### src/hw/rtl/fcc_pkg.sv
// shared types, constants and crc helper for the frame checker
`default_nettype none

package fcc_pkg;

  // frame length limits
  localparam int unsigned FCC_MAX_FRAME_BYTES = 255;
  localparam int unsigned FCC_MIN_FRAME_BYTES = 6;

  // crc-16/modbus constants
  localparam logic [15:0] CRC_INIT = 16'hFFFF;
  localparam logic [15:0] CRC_POLY = 16'hA001;

  // configuration register indexes
  localparam logic [1:0] REG_START_BYTE = 2'd0;
  localparam logic [1:0] REG_DEVICE_ID_FIRST = 2'd1;
  localparam logic [1:0] REG_DEVICE_ID_SECOND = 2'd2;

  // verdict codes, in priority order after none
  typedef enum logic [2:0] {
    ERR_NONE   = 3'd0,
    ERR_LENGTH = 3'd1,
    ERR_START  = 3'd2,
    ERR_DEVICE = 3'd3,
    ERR_CRC    = 3'd4
  } error_code_e;

  // register settings seen by the tracker
  typedef struct packed {
    logic [7:0] start_byte;
    logic [7:0] device_id_first;
    logic [7:0] device_id_second;
  } cfg_t;

  // verdict handed from tracker to result register
  typedef struct packed {
    logic        frame_good;
    error_code_e error_code;
  } verdict_t;

  // fold one byte into the reflected crc, lsb first
  function automatic logic [15:0] crc_fold(input logic [15:0] crc, input logic [7:0] data);
    logic [15:0] c;
    c = crc;
    for (int i = 0; i < 8; i++) begin
      if (c[0] ^ data[i]) begin
        c = (c >> 1) ^ CRC_POLY;
      end else begin
        c = c >> 1;
      end
    end
    return c;
  endfunction

endpackage

`default_nettype wire

### src/hw/rtl/frame_checker_crc16.sv
// top level of the crc-16 frame checker
//
//  channel | direction | handshake                 | payload
//  in      | input     | in_valid_i / in_stall_o   | data_byte_i, frame_end_i
//  out     | output    | out_valid_o / out_stall_i | frame_good_o, error_code_o
//  cfg     | input     | cfg_we_i                  | cfg_index_i, cfg_data_i
//
// one byte per cycle; the byte two places back is folded into the crc by an
// unrolled eight-bit update in the same cycle a new byte is taken.
// a last byte's verdict is registered and shown in the cycle after it.
// bytes that are not last are taken even while a verdict waits; a last
// byte stalls only while the previous verdict is stalled on the output.
// reset clears the registers, the frame state and the output valid.
`default_nettype none

module frame_checker_crc16 #(
  parameter int unsigned MAX_FRAME_BYTES = fcc_pkg::FCC_MAX_FRAME_BYTES,
  parameter int unsigned MIN_FRAME_BYTES = fcc_pkg::FCC_MIN_FRAME_BYTES
) (
  input  wire logic       clk_i,
  input  wire logic       rst_ni,
  // configuration writes
  input  wire logic       cfg_we_i,
  input  wire logic [1:0] cfg_index_i,
  input  wire logic [7:0] cfg_data_i,
  // byte input
  input  wire logic       in_valid_i,
  output logic            in_stall_o,
  input  wire logic [7:0] data_byte_i,
  input  wire logic       frame_end_i,
  // verdict output
  output logic            out_valid_o,
  input  wire logic       out_stall_i,
  output logic            frame_good_o,
  output logic [2:0]      error_code_o
);
  import fcc_pkg::*;

  cfg_t     cfg_q, cfg_d;
  verdict_t verdict;
  logic     accept;

  // configuration registers
  always_comb begin
    cfg_d = cfg_q;
    if (cfg_we_i) begin
      unique case (cfg_index_i)
        REG_START_BYTE:       cfg_d.start_byte = cfg_data_i;
        REG_DEVICE_ID_FIRST:  cfg_d.device_id_first = cfg_data_i;
        REG_DEVICE_ID_SECOND: cfg_d.device_id_second = cfg_data_i;
        default:              cfg_d = cfg_q;
      endcase
    end
  end

  always_ff @(posedge clk_i or negedge rst_ni) begin
    if (!rst_ni) begin
      cfg_q <= '0;
    end else begin
      cfg_q <= cfg_d;
    end
  end

  // only a last byte needs room in the output register
  assign in_stall_o = frame_end_i && out_valid_o && out_stall_i;
  assign accept     = in_valid_i && !in_stall_o;

  fcc_frame_track #(
    .MAX_FRAME_BYTES(MAX_FRAME_BYTES),
    .MIN_FRAME_BYTES(MIN_FRAME_BYTES)
  ) u_track (
    .clk_i       (clk_i),
    .rst_ni      (rst_ni),
    .accept_i    (accept),
    .data_byte_i (data_byte_i),
    .frame_end_i (frame_end_i),
    .cfg_i       (cfg_q),
    .verdict_o   (verdict)
  );

  fcc_result_reg u_result (
    .clk_i        (clk_i),
    .rst_ni       (rst_ni),
    .load_i       (accept && frame_end_i),
    .verdict_i    (verdict),
    .out_valid_o  (out_valid_o),
    .out_stall_i  (out_stall_i),
    .frame_good_o (frame_good_o),
    .error_code_o (error_code_o)
  );

endmodule

`default_nettype wire

### src/hw/rtl/fcc_frame_track.sv
// per-frame state: byte count, header checks, crc and two-byte delay
`default_nettype none

module fcc_frame_track #(
  parameter int unsigned MAX_FRAME_BYTES = fcc_pkg::FCC_MAX_FRAME_BYTES,
  parameter int unsigned MIN_FRAME_BYTES = fcc_pkg::FCC_MIN_FRAME_BYTES
) (
  input  wire logic             clk_i,
  input  wire logic             rst_ni,
  input  wire logic             accept_i,
  input  wire logic [7:0]       data_byte_i,
  input  wire logic             frame_end_i,
  input  wire fcc_pkg::cfg_t    cfg_i,
  output fcc_pkg::verdict_t     verdict_o
);
  import fcc_pkg::*;

  localparam int unsigned CntW = $clog2(MAX_FRAME_BYTES + 2);
  localparam logic [CntW-1:0] CntSat = CntW'(MAX_FRAME_BYTES + 1);
  localparam logic [CntW-1:0] CntCrcFrom = CntW'(3);

  logic [CntW-1:0] cnt_q, cnt_d, cnt_inc;
  logic [15:0]     crc_q, crc_d, crc_upd;
  logic [7:0]      held0_q, held0_d, held1_q, held1_d;
  logic            start_bad_q, start_bad_d, start_bad_upd;
  logic            device_bad_q, device_bad_d, device_bad_upd;
  logic [15:0]     received;
  logic            length_bad;

  // header checks on the first two bytes
  always_comb begin
    start_bad_upd  = start_bad_q;
    device_bad_upd = device_bad_q;
    if (cnt_q == '0) begin
      start_bad_upd = (data_byte_i != cfg_i.start_byte);
    end
    if (cnt_q == CntW'(1)) begin
      device_bad_upd = (data_byte_i != cfg_i.device_id_first) &&
                       (data_byte_i != cfg_i.device_id_second);
    end
  end

  // byte two places back is no longer a trailing crc byte
  assign crc_upd  = (cnt_q >= CntCrcFrom) ? crc_fold(crc_q, held1_q) : crc_q;
  assign cnt_inc  = (cnt_q < CntSat) ? cnt_q + CntW'(1) : cnt_q;
  assign received = {data_byte_i, held0_q};

  // verdict on the last byte
  assign length_bad = (32'(cnt_inc) < 32'(MIN_FRAME_BYTES)) ||
                      (32'(cnt_inc) > 32'(MAX_FRAME_BYTES));

  always_comb begin
    priority if (length_bad) begin
      verdict_o.error_code = ERR_LENGTH;
    end else if (start_bad_upd) begin
      verdict_o.error_code = ERR_START;
    end else if (device_bad_upd) begin
      verdict_o.error_code = ERR_DEVICE;
    end else if (received != crc_upd) begin
      verdict_o.error_code = ERR_CRC;
    end else begin
      verdict_o.error_code = ERR_NONE;
    end
    verdict_o.frame_good = (verdict_o.error_code == ERR_NONE);
  end

  // next state: advance on each item, clear after the last byte
  always_comb begin
    cnt_d        = cnt_q;
    crc_d        = crc_q;
    held0_d      = held0_q;
    held1_d      = held1_q;
    start_bad_d  = start_bad_q;
    device_bad_d = device_bad_q;
    if (accept_i) begin
      if (frame_end_i) begin
        cnt_d        = '0;
        crc_d        = CRC_INIT;
        held0_d      = '0;
        held1_d      = '0;
        start_bad_d  = 1'b0;
        device_bad_d = 1'b0;
      end else begin
        cnt_d        = cnt_inc;
        crc_d        = crc_upd;
        held0_d      = data_byte_i;
        held1_d      = held0_q;
        start_bad_d  = start_bad_upd;
        device_bad_d = device_bad_upd;
      end
    end
  end

  always_ff @(posedge clk_i or negedge rst_ni) begin
    if (!rst_ni) begin
      cnt_q        <= '0;
      crc_q        <= CRC_INIT;
      held0_q      <= '0;
      held1_q      <= '0;
      start_bad_q  <= 1'b0;
      device_bad_q <= 1'b0;
    end else begin
      cnt_q        <= cnt_d;
      crc_q        <= crc_d;
      held0_q      <= held0_d;
      held1_q      <= held1_d;
      start_bad_q  <= start_bad_d;
      device_bad_q <= device_bad_d;
    end
  end

`ifndef SYNTHESIS
  // count, crc and start flag are back to their frame-start values after a last byte
  assert property (@(posedge clk_i) disable iff (!rst_ni)
    (accept_i && frame_end_i) |=> (cnt_q == '0 && crc_q == CRC_INIT && !start_bad_q))
    else $error("frame state not cleared after last byte");

  // counter stops at its saturation value
  assert property (@(posedge clk_i) disable iff (!rst_ni)
    cnt_q <= CntSat)
    else $error("byte count beyond saturation");

  // crc stays at its initial value until the fourth byte of a frame
  assert property (@(posedge clk_i) disable iff (!rst_ni)
    (cnt_q < CntCrcFrom) |-> (crc_q == CRC_INIT))
    else $error("crc folded too early in the frame");
`endif

endmodule

`default_nettype wire

### src/hw/rtl/fcc_result_reg.sv
// output register holding one verdict until it is taken
`default_nettype none

module fcc_result_reg (
  input  wire logic              clk_i,
  input  wire logic              rst_ni,
  input  wire logic              load_i,
  input  wire fcc_pkg::verdict_t verdict_i,
  output logic                   out_valid_o,
  input  wire logic              out_stall_i,
  output logic                   frame_good_o,
  output logic [2:0]             error_code_o
);
  import fcc_pkg::*;

  logic     valid_q, valid_d;
  verdict_t res_q, res_d;

  // load a new verdict, or drop the old one once taken
  always_comb begin
    valid_d = valid_q && out_stall_i;
    res_d   = res_q;
    if (load_i) begin
      valid_d = 1'b1;
      res_d   = verdict_i;
    end
  end

  always_ff @(posedge clk_i or negedge rst_ni) begin
    if (!rst_ni) begin
      valid_q <= 1'b0;
    end else begin
      valid_q <= valid_d;
    end
  end

  always_ff @(posedge clk_i) begin
    res_q <= res_d;
  end

  assign out_valid_o  = valid_q;
  assign frame_good_o = res_q.frame_good;
  assign error_code_o = res_q.error_code;

`ifndef SYNTHESIS
  // a waiting verdict is never overwritten
  assert property (@(posedge clk_i) disable iff (!rst_ni)
    load_i |-> !(valid_q && out_stall_i))
    else $error("verdict overwritten while stalled");

  // pass flag agrees with the error code
  assert property (@(posedge clk_i) disable iff (!rst_ni)
    valid_q |-> (res_q.frame_good == (res_q.error_code == ERR_NONE)))
    else $error("pass flag and error code disagree");

  // a verdict only appears after a load
  assert property (@(posedge clk_i) disable iff (!rst_ni)
    $rose(valid_q) |-> $past(load_i))
    else $error("verdict appeared without a last byte");
`endif

endmodule

`default_nettype wire

### config.mk
export PLATFORM = sky130hd
export DESIGN_NAME = frame_checker_crc16
export DESIGN_NICKNAME = d
export VERILOG_FILES = /design/src/hw/rtl/fcc_pkg.sv /design/src/hw/rtl/frame_checker_crc16.sv /design/src/hw/rtl/fcc_frame_track.sv /design/src/hw/rtl/fcc_result_reg.sv
export SDC_FILE = /design/constraint.sdc
export NUM_CORES = 1
export LEC_CHECK = 0
export ABC_CLOCK_PERIOD_IN_PS = 5300
export BUFFER_PORTS_ARGS = -buffer_cell sky130_fd_sc_hd__clkbuf_2
export CAP_MARGIN = 20
export CORE_ASPECT_RATIO = 1.75
export CORE_MARGIN = 10
export CORE_UTILIZATION = 65
export DETAILED_ROUTE_END_ITERATION = 10
export GPL_ROUTABILITY_DRIVEN = 0
export PLACE_DENSITY = 0.87
export SLEW_MARGIN = 10
export SYNTH_ARGS = -nofsm -noshare
export SYNTH_HDL_FRONTEND = slang
export SYNTH_SLANG_ARGS = --single-unit
### constraint.sdc
create_clock -name clk_i -period 5.3 [get_ports clk_i]
set_input_delay 0.265 -clock clk_i [delete_from_list [all_inputs] [get_ports clk_i]]
set_output_delay 0.265 -clock clk_i [all_outputs]
set_load 0.1 [all_outputs]
==> flow_metrics.tcl, run 1 <==
set metrics [dict create \
    status "finished, final reports clean" \
    drive_gt1_share_pct 24.5 \
    critPathLaunchType "flop" \
    cp.buffers_inverters 1 \
    syn_area_sq_mm 0.00410 \
    layout_common_cells "52 x dfrtp_1, 49 x nand2_1, 31 x xnor2_1" \
    wl_mm 9.32 \
    syn_to_final_growth_pct 8.73 \
    syn_nets 410 \
    antenna_found_initial 0 \
    drt_iter0_markers 270 \
    ys_types 53 \
    cts.sinks 72 \
    clk_pin_slew_ps 70 \
    setup_viol 0 \
    grt_max_degree 69 \
    final_common_cell "dfrtp_1" \
    ctsResizeCount 0 \
    ios 30 \
    start_util_pct 66.3 \
    rsz0062_at_grt "false" \
    ys_warn_count 0 \
    worst-setup-path-type "flop to flop" \
    firstDrtPassIters 5 \
    postRouteAntennaNets 0 \
    cts_buffer_depth 2 \
    fin_tns_setup_ps 0 \
    power.density_mw_per_mm2 541 \
    critical_path.max_stage_delay_ps 530 \
    cts_inserted_buffers 9 \
    syn_area_per_cell_sq_um 10.7 \
    max_cap_viol_count 0 \
    path_cells "nor4_4 -> nand4b_1 -> buf_6 -> mux2i_1 -> xor2_1 -> nand4_1 -> nor4_2 -> a31oi_1" \
    synth_async_sr_flop_share_pct 94.4 \
    routedWlPerCell_um 19.1 \
    via_count 2935 \
    synthFlopType "dfrtp_1" \
    arrival_ps 2920 \
    worst_setup_path_end_kind "flop" \
    final_nets 430 \
    slew_headroom_pct 28.1 \
    overflow 0 \
    drc 0 \
    placed_cell_area_sq_mm 0.00424 \
    slew_viol_final 0 \
    n_antenna_cell 0 \
    port_buffers 29 \
    tritoncts "yes" \
    cellLeakagePower_nw 1.98 \
    critPathMaxFanout 13 \
    synth-seq-cells 72 \
    dp_cells 471 \
    hold_path_class "primary input to async pin" \
    post_cts.repair.setup_buffers 0 \
    dpl.hpwl_mm 6.88 \
    htreeDepth 3 \
    worstPathRequired_ps 5400 \
    rows 38 \
    clockRootBuffer "clkbuf_8" \
    comb_power_share_pct 47.3 \
    grt_pass1_wl_mm 14.8 \
    instances_no_fill 488 \
    final.period_utilization_pct 53.2 \
    seq_area_frac_synth_pct 44.9 \
    core_region_area_sq_mm 0.00618 \
    finalCriticalPeriod_ps 2820 \
    ir_worst_vdd_uv 360 \
    p_sw_share_pct 39.1 \
    worst_pin_slew_ps 1070 \
    die_h_um 125 \
    internal_power_w 0.00147 \
    fmax_mhz 354 \
    clkLatencyLatePin_ps 350 \
    pwr-share-clk_pct 17.7 \
    synth_edf_count 4 \
    viasPerCell 6.01 \
    grt_pass1_vias 3014 \
    slowest_stage "dfrtp_1" \
    track_usage_pct 19.0 \
    fin_area_sq_mm 0.00446 \
    chipWidth_um 80.0 \
    power_switching_w 0.000942 \
    die_area_sq_mm 0.0100 \
    cp_top_family "simple AND/OR/NAND/NOR gates" \
    pwr-share-seq_pct 35.0 \
    cts_hold_buf 0 \
    postSynthCellCount 383 \
    skew_ps 10.1 \
    finalHoldViolations 0 \
]
## through the flow
step	hold slack [ps]	worst slack, ps	total power (W)	util (%)
after floorplan	-30.6	3060	0.00177	-
after global placement	470	2150	0.00192	68.5
after detailed placement	474	1920	0.00198	68.6
after CTS	126	1910	0.00240	71.9
after global routing	135	2360	0.00254	72.1
final	86.9	2480	0.00241	72.1
## final timing paths
path	start	to	slack, ps	cells past startpoint
setup reg to reg	u_track.cnt_q[4]	u_result.error_code_o[2]	2480	8
hold reg to reg	u_track.device_bad_q	u_track.device_bad_q	490	2
setup / recovery	u_track.cnt_q[4]	u_result.error_code_o[2]	2480	8
min in group clk_i	out_stall_i	u_result.out_valid_o	140	2
hold / removal	rst_ni	u_track.cnt_q[0]	90	2
max in group asynchronous	rst_ni	u_track.cnt_q[3]	4650	2
## Yosys cell counts (3+ instances only)
cell type  number  area (sq um)
xnor2_2         3          48.8
nor2b_1         3          18.8
mux2i_1        15           150
ha_1            3          37.5
inv_1           7          26.3
nor3_1          3          15.0
dfstp_2        16           420
nand2_1        49           184
nor3b_1         3          22.5
nand3_1        22           110
o21ai_0        11          55.1
dfrtp_1        52          1300
xor2_2          3          48.8
nor2_1         16          60.1
clkbuf_1       15          56.3
xor2_1         24           210
o22ai_1         3          18.8
nand4_1         7          43.8
a21oi_1        13          65.1
o22a_1          9          78.8
nand4b_1        3          26.3
buf_2           3          15.0
mux2_2         25           282
xnor2_1        31           272
edfxtp_1        4           120
xnor3_1         4          90.1
## cells by family after synthesis
family | synth area share [%]
AO/OA/AOI/OAI | 8.27
buffers and inverters | 3.57
XOR/XNOR | 16.9
adder cells (fa/ha/maj) | 0.916
AND/OR/NAND/NOR | 14.9
flip-flops | 44.9
multiplexers | 10.5
## sequential cells by signal, indices dropped and copies added, names as in the netlist
name / flops
u_result.error_code_o: 3
u_result.out_valid_o: 1
cfg_q: 24
u_result.frame_good_o: 1
u_track.held0_q: 8
u_track.device_bad_q: 1
u_track.held1_q: 8
u_track.crc_q: 16
u_track.cnt_q: 9
u_track.start_bad_q: 1
## area by class of cell
| cell class | instances | area [sq um] |
|---|---|---|
| Multi-Input combinational cell | 280 | 2110 |
| Sequential cell | 72 | 1840 |
| Fill cell | 426 | 1720 |
| Clock buffer | 12 | 178 |
| Timing Repair Buffer | 32 | 171 |
| Tap cell | 80 | 100 |
| Inverter | 8 | 30.0 |
| Clock inverter | 4 | 25.0 |
## metal layers
layer	track usage, %	up-vias	wire (um)
met3	4.16	31	375
met5	0	-	0
li1	-	1361	-
met1	19.7	1448	3360
met4	10.6	0	403
met2	33.6	95	5180
## power groups by stage
stage	clock network (W)	logic [W]	registers, W
2_1_floorplan	0	0.000930	0.000838
3_3_place_gp	0	0.00108	0.000843
3_5_place_dp	0	0.00112	0.000852
4_1_cts	0.000432	0.00113	0.000841
5_1_grt	0.000456	0.00123	0.000858
6_report	0.000427	0.00114	0.000845
Note: power is estimated with default switching activity, not from simulation.
==> inputs of run 2 (changes only) <==
Settings changed: ABC_CLOCK_PERIOD_IN_PS 5300 to 2500, CORE_UTILIZATION 65 to 55, PLACE_DENSITY 0.87 to 0.79.
Clock period 5.3 ns to 2.5 ns, I/O delays scaled along.
==> run 2 against run 1 <==
The run now ends with hold timing left. Critical path depth is 1 higher. Power grew to 2.5 times the previous value. Flip-flop and latch count stayed put. Sequential share of layout area is 3.3 points lower. Combinational power is 140% higher. Non-clock buffer count is 25 higher. Worst setup slack worse by 2500 ps. Sequential power is 110% higher. Cell area is 8.6% higher. Final cell count is 6.4% higher. First-iteration DRC count is 16% lower. Critical endpoint unchanged.
==> flow_metrics.tcl, run 2 (synthesized netlist as in run 1, its figures left out) <==
set metrics [dict create \
    ios 30 \
    ir_worst_vdd_uv 764 \
    holdWs_ps -13.3 \
    via_count 3033 \
    rr_worst_depth 9 \
    fmax_mhz 402 \
    largest_reg_flops 24 \
    worst-setup-path-type "flop to flop" \
    startpoint "u_track.cnt_q[4]" \
    skew_ps 4.52 \
    htreeDepth 3 \
    port_buffers 29 \
    rows 41 \
    antenna_found_initial 0 \
    worstPathRequired_ps 2580 \
    power.density_mw_per_mm2 1250 \
    drt_iter0_markers 227 \
    cellLeakagePower_nw 2.20 \
    grt_max_degree 69 \
    die_h_um 134 \
    violations "hold timing" \
    cts_inserted_buffers 9 \
    slew_viol_final 0 \
    postRouteAntennaNets 0 \
    max_cap_viol_count 0 \
    grt_pass1_wl_mm 15.8 \
    drc 0 \
    viasPerCell 5.84 \
    hold_path_class "primary input to async pin" \
    clkLatencyLatePin_ps 340 \
    die_area_sq_mm 0.0114 \
    reg2reg_from "u_track.cnt_q[4]" \
    rsz0062_at_grt "true" \
    worst_setup_path_end_kind "flop" \
    wl_mm 9.95 \
    status "complete, but fails checks" \
    core_region_area_sq_mm 0.00723 \
    final_nets 455 \
    overflow 0 \
    syn_to_final_growth_pct 18.1 \
    placed_cell_area_sq_mm 0.00441 \
    dpl.hpwl_mm 7.14 \
    clk_pin_slew_ps 60 \
    setup_viol 0 \
    slew_headroom_pct 42.7 \
    clockRootBuffer "clkbuf_16" \
    chipWidth_um 85.3 \
    reg.largest.list "cfg_q: 24 flops, u_track.crc_q: 16 flops, u_track.cnt_q: 9 flops" \
    finalCriticalPeriod_ps 2490 \
    cts_hold_buf 0 \
    top_register "cfg_q" \
    routedWlPerCell_um 19.2 \
    cts_buffer_depth 2 \
    grt_pass1_vias 3188 \
    drive_gt1_share_pct 29.8 \
    final_common_cell "dfrtp_1" \
    firstDrtPassIters 4 \
    worst_pin_slew_ps 859 \
    tritoncts "yes" \
    n_antenna_cell 0 \
    critPathMaxFanout 10 \
    start_util_pct 56.7 \
    fin_area_sq_mm 0.00484 \
    finalHoldViolations 19 \
    arrival_ps 2570 \
    cts.sinks 72 \
    critPathLaunchType "flop" \
    layout_common_cells "52 x dfrtp_1, 49 x nand2_1, 31 x xnor2_1" \
    track_usage_pct 17.5 \
    final.period_utilization_pct 99.5 \
]
[run 2: changes by cell type in the layout (fill, tap and decap cells not counted), moves of 2 or more]
cell / change
clkinvlp_4: -2
mux2i_1: -2
clkbuf_8: -8
clkbuf_16: +8
mux2i_2: +2
bufinv_16: +3
buf_4: +24
[run 2: cell type report]
cell class                      instances  area, sq um
Clock buffer                           11          264
Clock inverter                          5          100
Fill cell                             542         2390
Inverter                                8         30.0
Multi-Input combinational cell        280         2130
Sequential cell                        72         1840
Tap cell                               86          108
Timing Repair Buffer                   57          372
[run 2: timing repair]
item                                    4_1_cts  5_1_grt
endpoints found under the setup margin        2        2
resized for setup                             0        4
setup buffers                                 5        1
pin swaps                                     4        4
[run 2: final timing paths]
| kind | to | slack (ps) |
|---|---|---|
| min in group clk_i | u_result.out_valid_o | 30 |
| max | u_result.error_code_o[2] | 10 |
| max reg2reg | u_result.error_code_o[2] | 10 |
| min | u_track.held0_q[0] | -10 |
| max in group asynchronous | cfg_q[20] | 1960 |
| min reg2reg | u_track.held1_q[0] | 490 |
[run 2: worst max-delay path, stage by stage, from the launching register on]
cell	delay, ps
dfrtp_1	410
nor4_4	300
nand4b_1	200
buf_12	200
buf_4	140
mux2i_1	160
xor2_1	170
nand4_1	150
nor4_2	360
a31oi_1	130
[run 2: power breakdown]
| part | leakage (nW) | internal [W] | total, W | switching [W] |
|---|---|---|---|---|
| sequential | 0.862 | 0.00151 | 0.00174 | 0.000230 |
| clock | 0.181 | 0.00106 | 0.00153 | 0.000474 |
| combinational | 1.15 | 0.00137 | 0.00277 | 0.00140 |
[run 2: layer usage]
layer	share of wire, %	wire length, um	global-route usage (%)
met1	35	3520	16.1
met2	58	5720	33.0
met3	3.2	317	3.70
met4	3.9	384	10.9
met5	0	0	0
[run 2: through the flow]
stage	setup slack [ps]	total power [W]	util, %	TNS (ps)	cells
CTS	-3.55	0.00598	66.6	-3.55	518
global route	-98.9	0.00633	66.9	-170	519
floorplan	256	0.00375	-	0	383
global placement	55.7	0.00421	61.0	0	497
detailed placement	20.8	0.00432	61.0	0	497
finish	11.3	0.00604	66.9	0	519
==> inputs of run 3 (changes only) <==
Settings changed: MAX_ROUTING_LAYER set to met4.
==> run 3 against run 2 <==
The flow finishes with violations (hold timing, setup timing). Clock-buffer cell count stayed put. Power increased by 0.15%. Final cell count did not move. Die area unchanged. Critical endpoint unchanged. Clock skew grew 0.76 ps. Utilization unchanged. Cell area is the same.
==> flow_metrics.tcl, run 3 (synthesized netlist as in run 1, its figures left out) <==
set metrics [dict create \
    status "complete, but fails checks" \
    violations "hold timing, setup timing" \
    holdWs_ps -16.9 \
    chipWidth_um 85.3 \
    cellLeakagePower_nw 2.20 \
    top_register "cfg_q" \
    cts_inserted_buffers 9 \
    finalWorstSetupSlack_ps -1.24 \
    rows 41 \
    critical_path.max_stage_delay_ps 400 \
    worst_setup_path_end_kind "flop" \
    start_util_pct 56.7 \
    clkLatencyLatePin_ps 340 \
    slowest_stage "dfrtp_1" \
    power.density_mw_per_mm2 1250 \
    dpl.hpwl_mm 7.14 \
    die_area_sq_mm 0.0114 \
    clockRootBuffer "clkbuf_16" \
    p_sw_share_pct 34.9 \
    layout_common_cells "52 x dfrtp_1, 49 x nand2_1, 31 x xnor2_1" \
    worst_pin_slew_ps 864 \
    n_antenna_cell 0 \
    fin_tns_setup_ps -1.24 \
    routedWlPerCell_um 19.2 \
    drive_gt1_share_pct 29.8 \
    power_switching_w 0.00211 \
    largest_reg_flops 24 \
    tritoncts "yes" \
    grt_pass1_vias 3181 \
    ir_worst_vdd_uv 764 \
    reg2reg_from "u_track.cnt_q[4]" \
    critPathMaxFanout 10 \
    hold_path_class "primary input to async pin" \
    grt_max_degree 69 \
    worst-setup-path-type "flop to flop" \
    finalHoldViolations 18 \
    drt_iter0_markers 243 \
    die_h_um 134 \
    pre_cts_ws_ps 20.8 \
    fmax_mhz 400 \
    cts.sinks 72 \
    overflow 0 \
    path_cells "nor4_4 -> nand4b_1 -> buf_12 -> mux2i_1 -> xor2_1 -> nand4_1 -> nor4_2 -> a31oi_1" \
    slew_viol_final 0 \
    pwr-share-seq_pct 28.7 \
    viasPerCell 5.91 \
    final_nets 455 \
    clk_pin_slew_ps 50 \
    rsz0062_at_grt "true" \
    placed_cell_area_sq_mm 0.00441 \
    cts_buffer_depth 2 \
    htreeDepth 3 \
    final_common_cell "dfrtp_1" \
    drc 0 \
    wl_mm 9.96 \
    firstDrtPassIters 4 \
    postRouteAntennaNets 0 \
    grt_pass1_wl_mm 15.8 \
    track_usage_pct 18.0 \
    fin_area_sq_mm 0.00484 \
    startpoint "u_track.cnt_q[4]" \
    syn_to_final_growth_pct 18.1 \
    arrival_ps 2580 \
    antenna_found_initial 0 \
    worstPathRequired_ps 2580 \
    reg.largest.list "cfg_q: 24 flops, u_track.crc_q: 16 flops, u_track.cnt_q: 9 flops" \
    critPathLaunchType "flop" \
    via_count 3065 \
    comb_power_share_pct 45.9 \
    port_buffers 29 \
    skew_ps 5.29 \
    pwr-share-clk_pct 25.3 \
    dp_cells 497 \
    final.period_utilization_pct 100 \
    ios 30 \
    max_cap_viol_count 0 \
    core_region_area_sq_mm 0.00723 \
    setup_viol 1 \
    internal_power_w 0.00394 \
    instances_no_fill 519 \
    finalCriticalPeriod_ps 2500 \
    slew_headroom_pct 42.4 \
    report.power.total_w 0.00605 \
]
-- run 3: cell counts in the layout (fill, tap and decap cells not counted) --
No cell type changed its count.
-- run 3: layer usage --
layer  routed length, um  global-route usage, %  vias up  part of all wire [%]
li1                    -                      -     1424                     -
met2                5680                   32.9       78                    57
met3                 316                   3.52       29                   3.2
met1                3570                   16.5     1534                    36
met4                 390                   10.9        0                   3.9
met5                   0                      -        -                     0
-- run 3: final timing paths --
check                                           endpoint  slack, ps  cells past startpoint
worst min register to register        u_track.held1_q[0]        490                      2
worst max-delay path            u_result.error_code_o[2]         -1                      8
worst max register to register  u_result.error_code_o[2]         -1                      8
max in group asynchronous                      cfg_q[20]       1950                      2
min in group clk_i                  u_result.out_valid_o         30                      2
worst min-delay path                  u_track.held0_q[0]        -20                      2
-- run 3: through the flow --
stage	hold slack [ps]	util (%)
after floorplan	-171	-
after global placement	345	61.0
after detailed placement	367	61.0
after CTS	11.3	66.6
after global routing	32.9	66.9
final	-16.9	66.9
-- run 3: cell type report --
class | instances | area, sq um
well taps | 86 | 108
fillers | 542 | 2390
inverters | 8 | 30.0
repair buffers | 57 | 372
clock buffers | 11 | 264
flip-flops and latches | 72 | 1840
multi-input cells | 280 | 2130
clock inverters | 5 | 100
-- run 3: critical path, delay by kind of cell, from the launching register on --
family	cells	cell delay [ps]
buf+inv	1	210
xor+xnor	1	240
mux	1	230
flops	1	400
compound gates	1	130
simple gates	4	1020
-- run 3: power groups by stage --
| stage | Sequential, W | Clock (W) | Combinational [W] |
|---|---|---|---|
| 2_1_floorplan | 0.00178 | 0 | 0.00197 |
| 3_3_place_gp | 0.00172 | 0 | 0.00249 |
| 3_5_place_dp | 0.00174 | 0 | 0.00257 |
| 4_1_cts | 0.00173 | 0.00155 | 0.00270 |
| 5_1_grt | 0.00176 | 0.00159 | 0.00297 |
| 6_report | 0.00174 | 0.00153 | 0.00278 |
-- run 3: timing repair --
action,in CTS,in global routing
hold buffers,0,0
cloned,0,0
gates resized for setup,0,4
buffers inserted,5,1
pin swaps,4,4
endpoints found under the setup margin,2,2
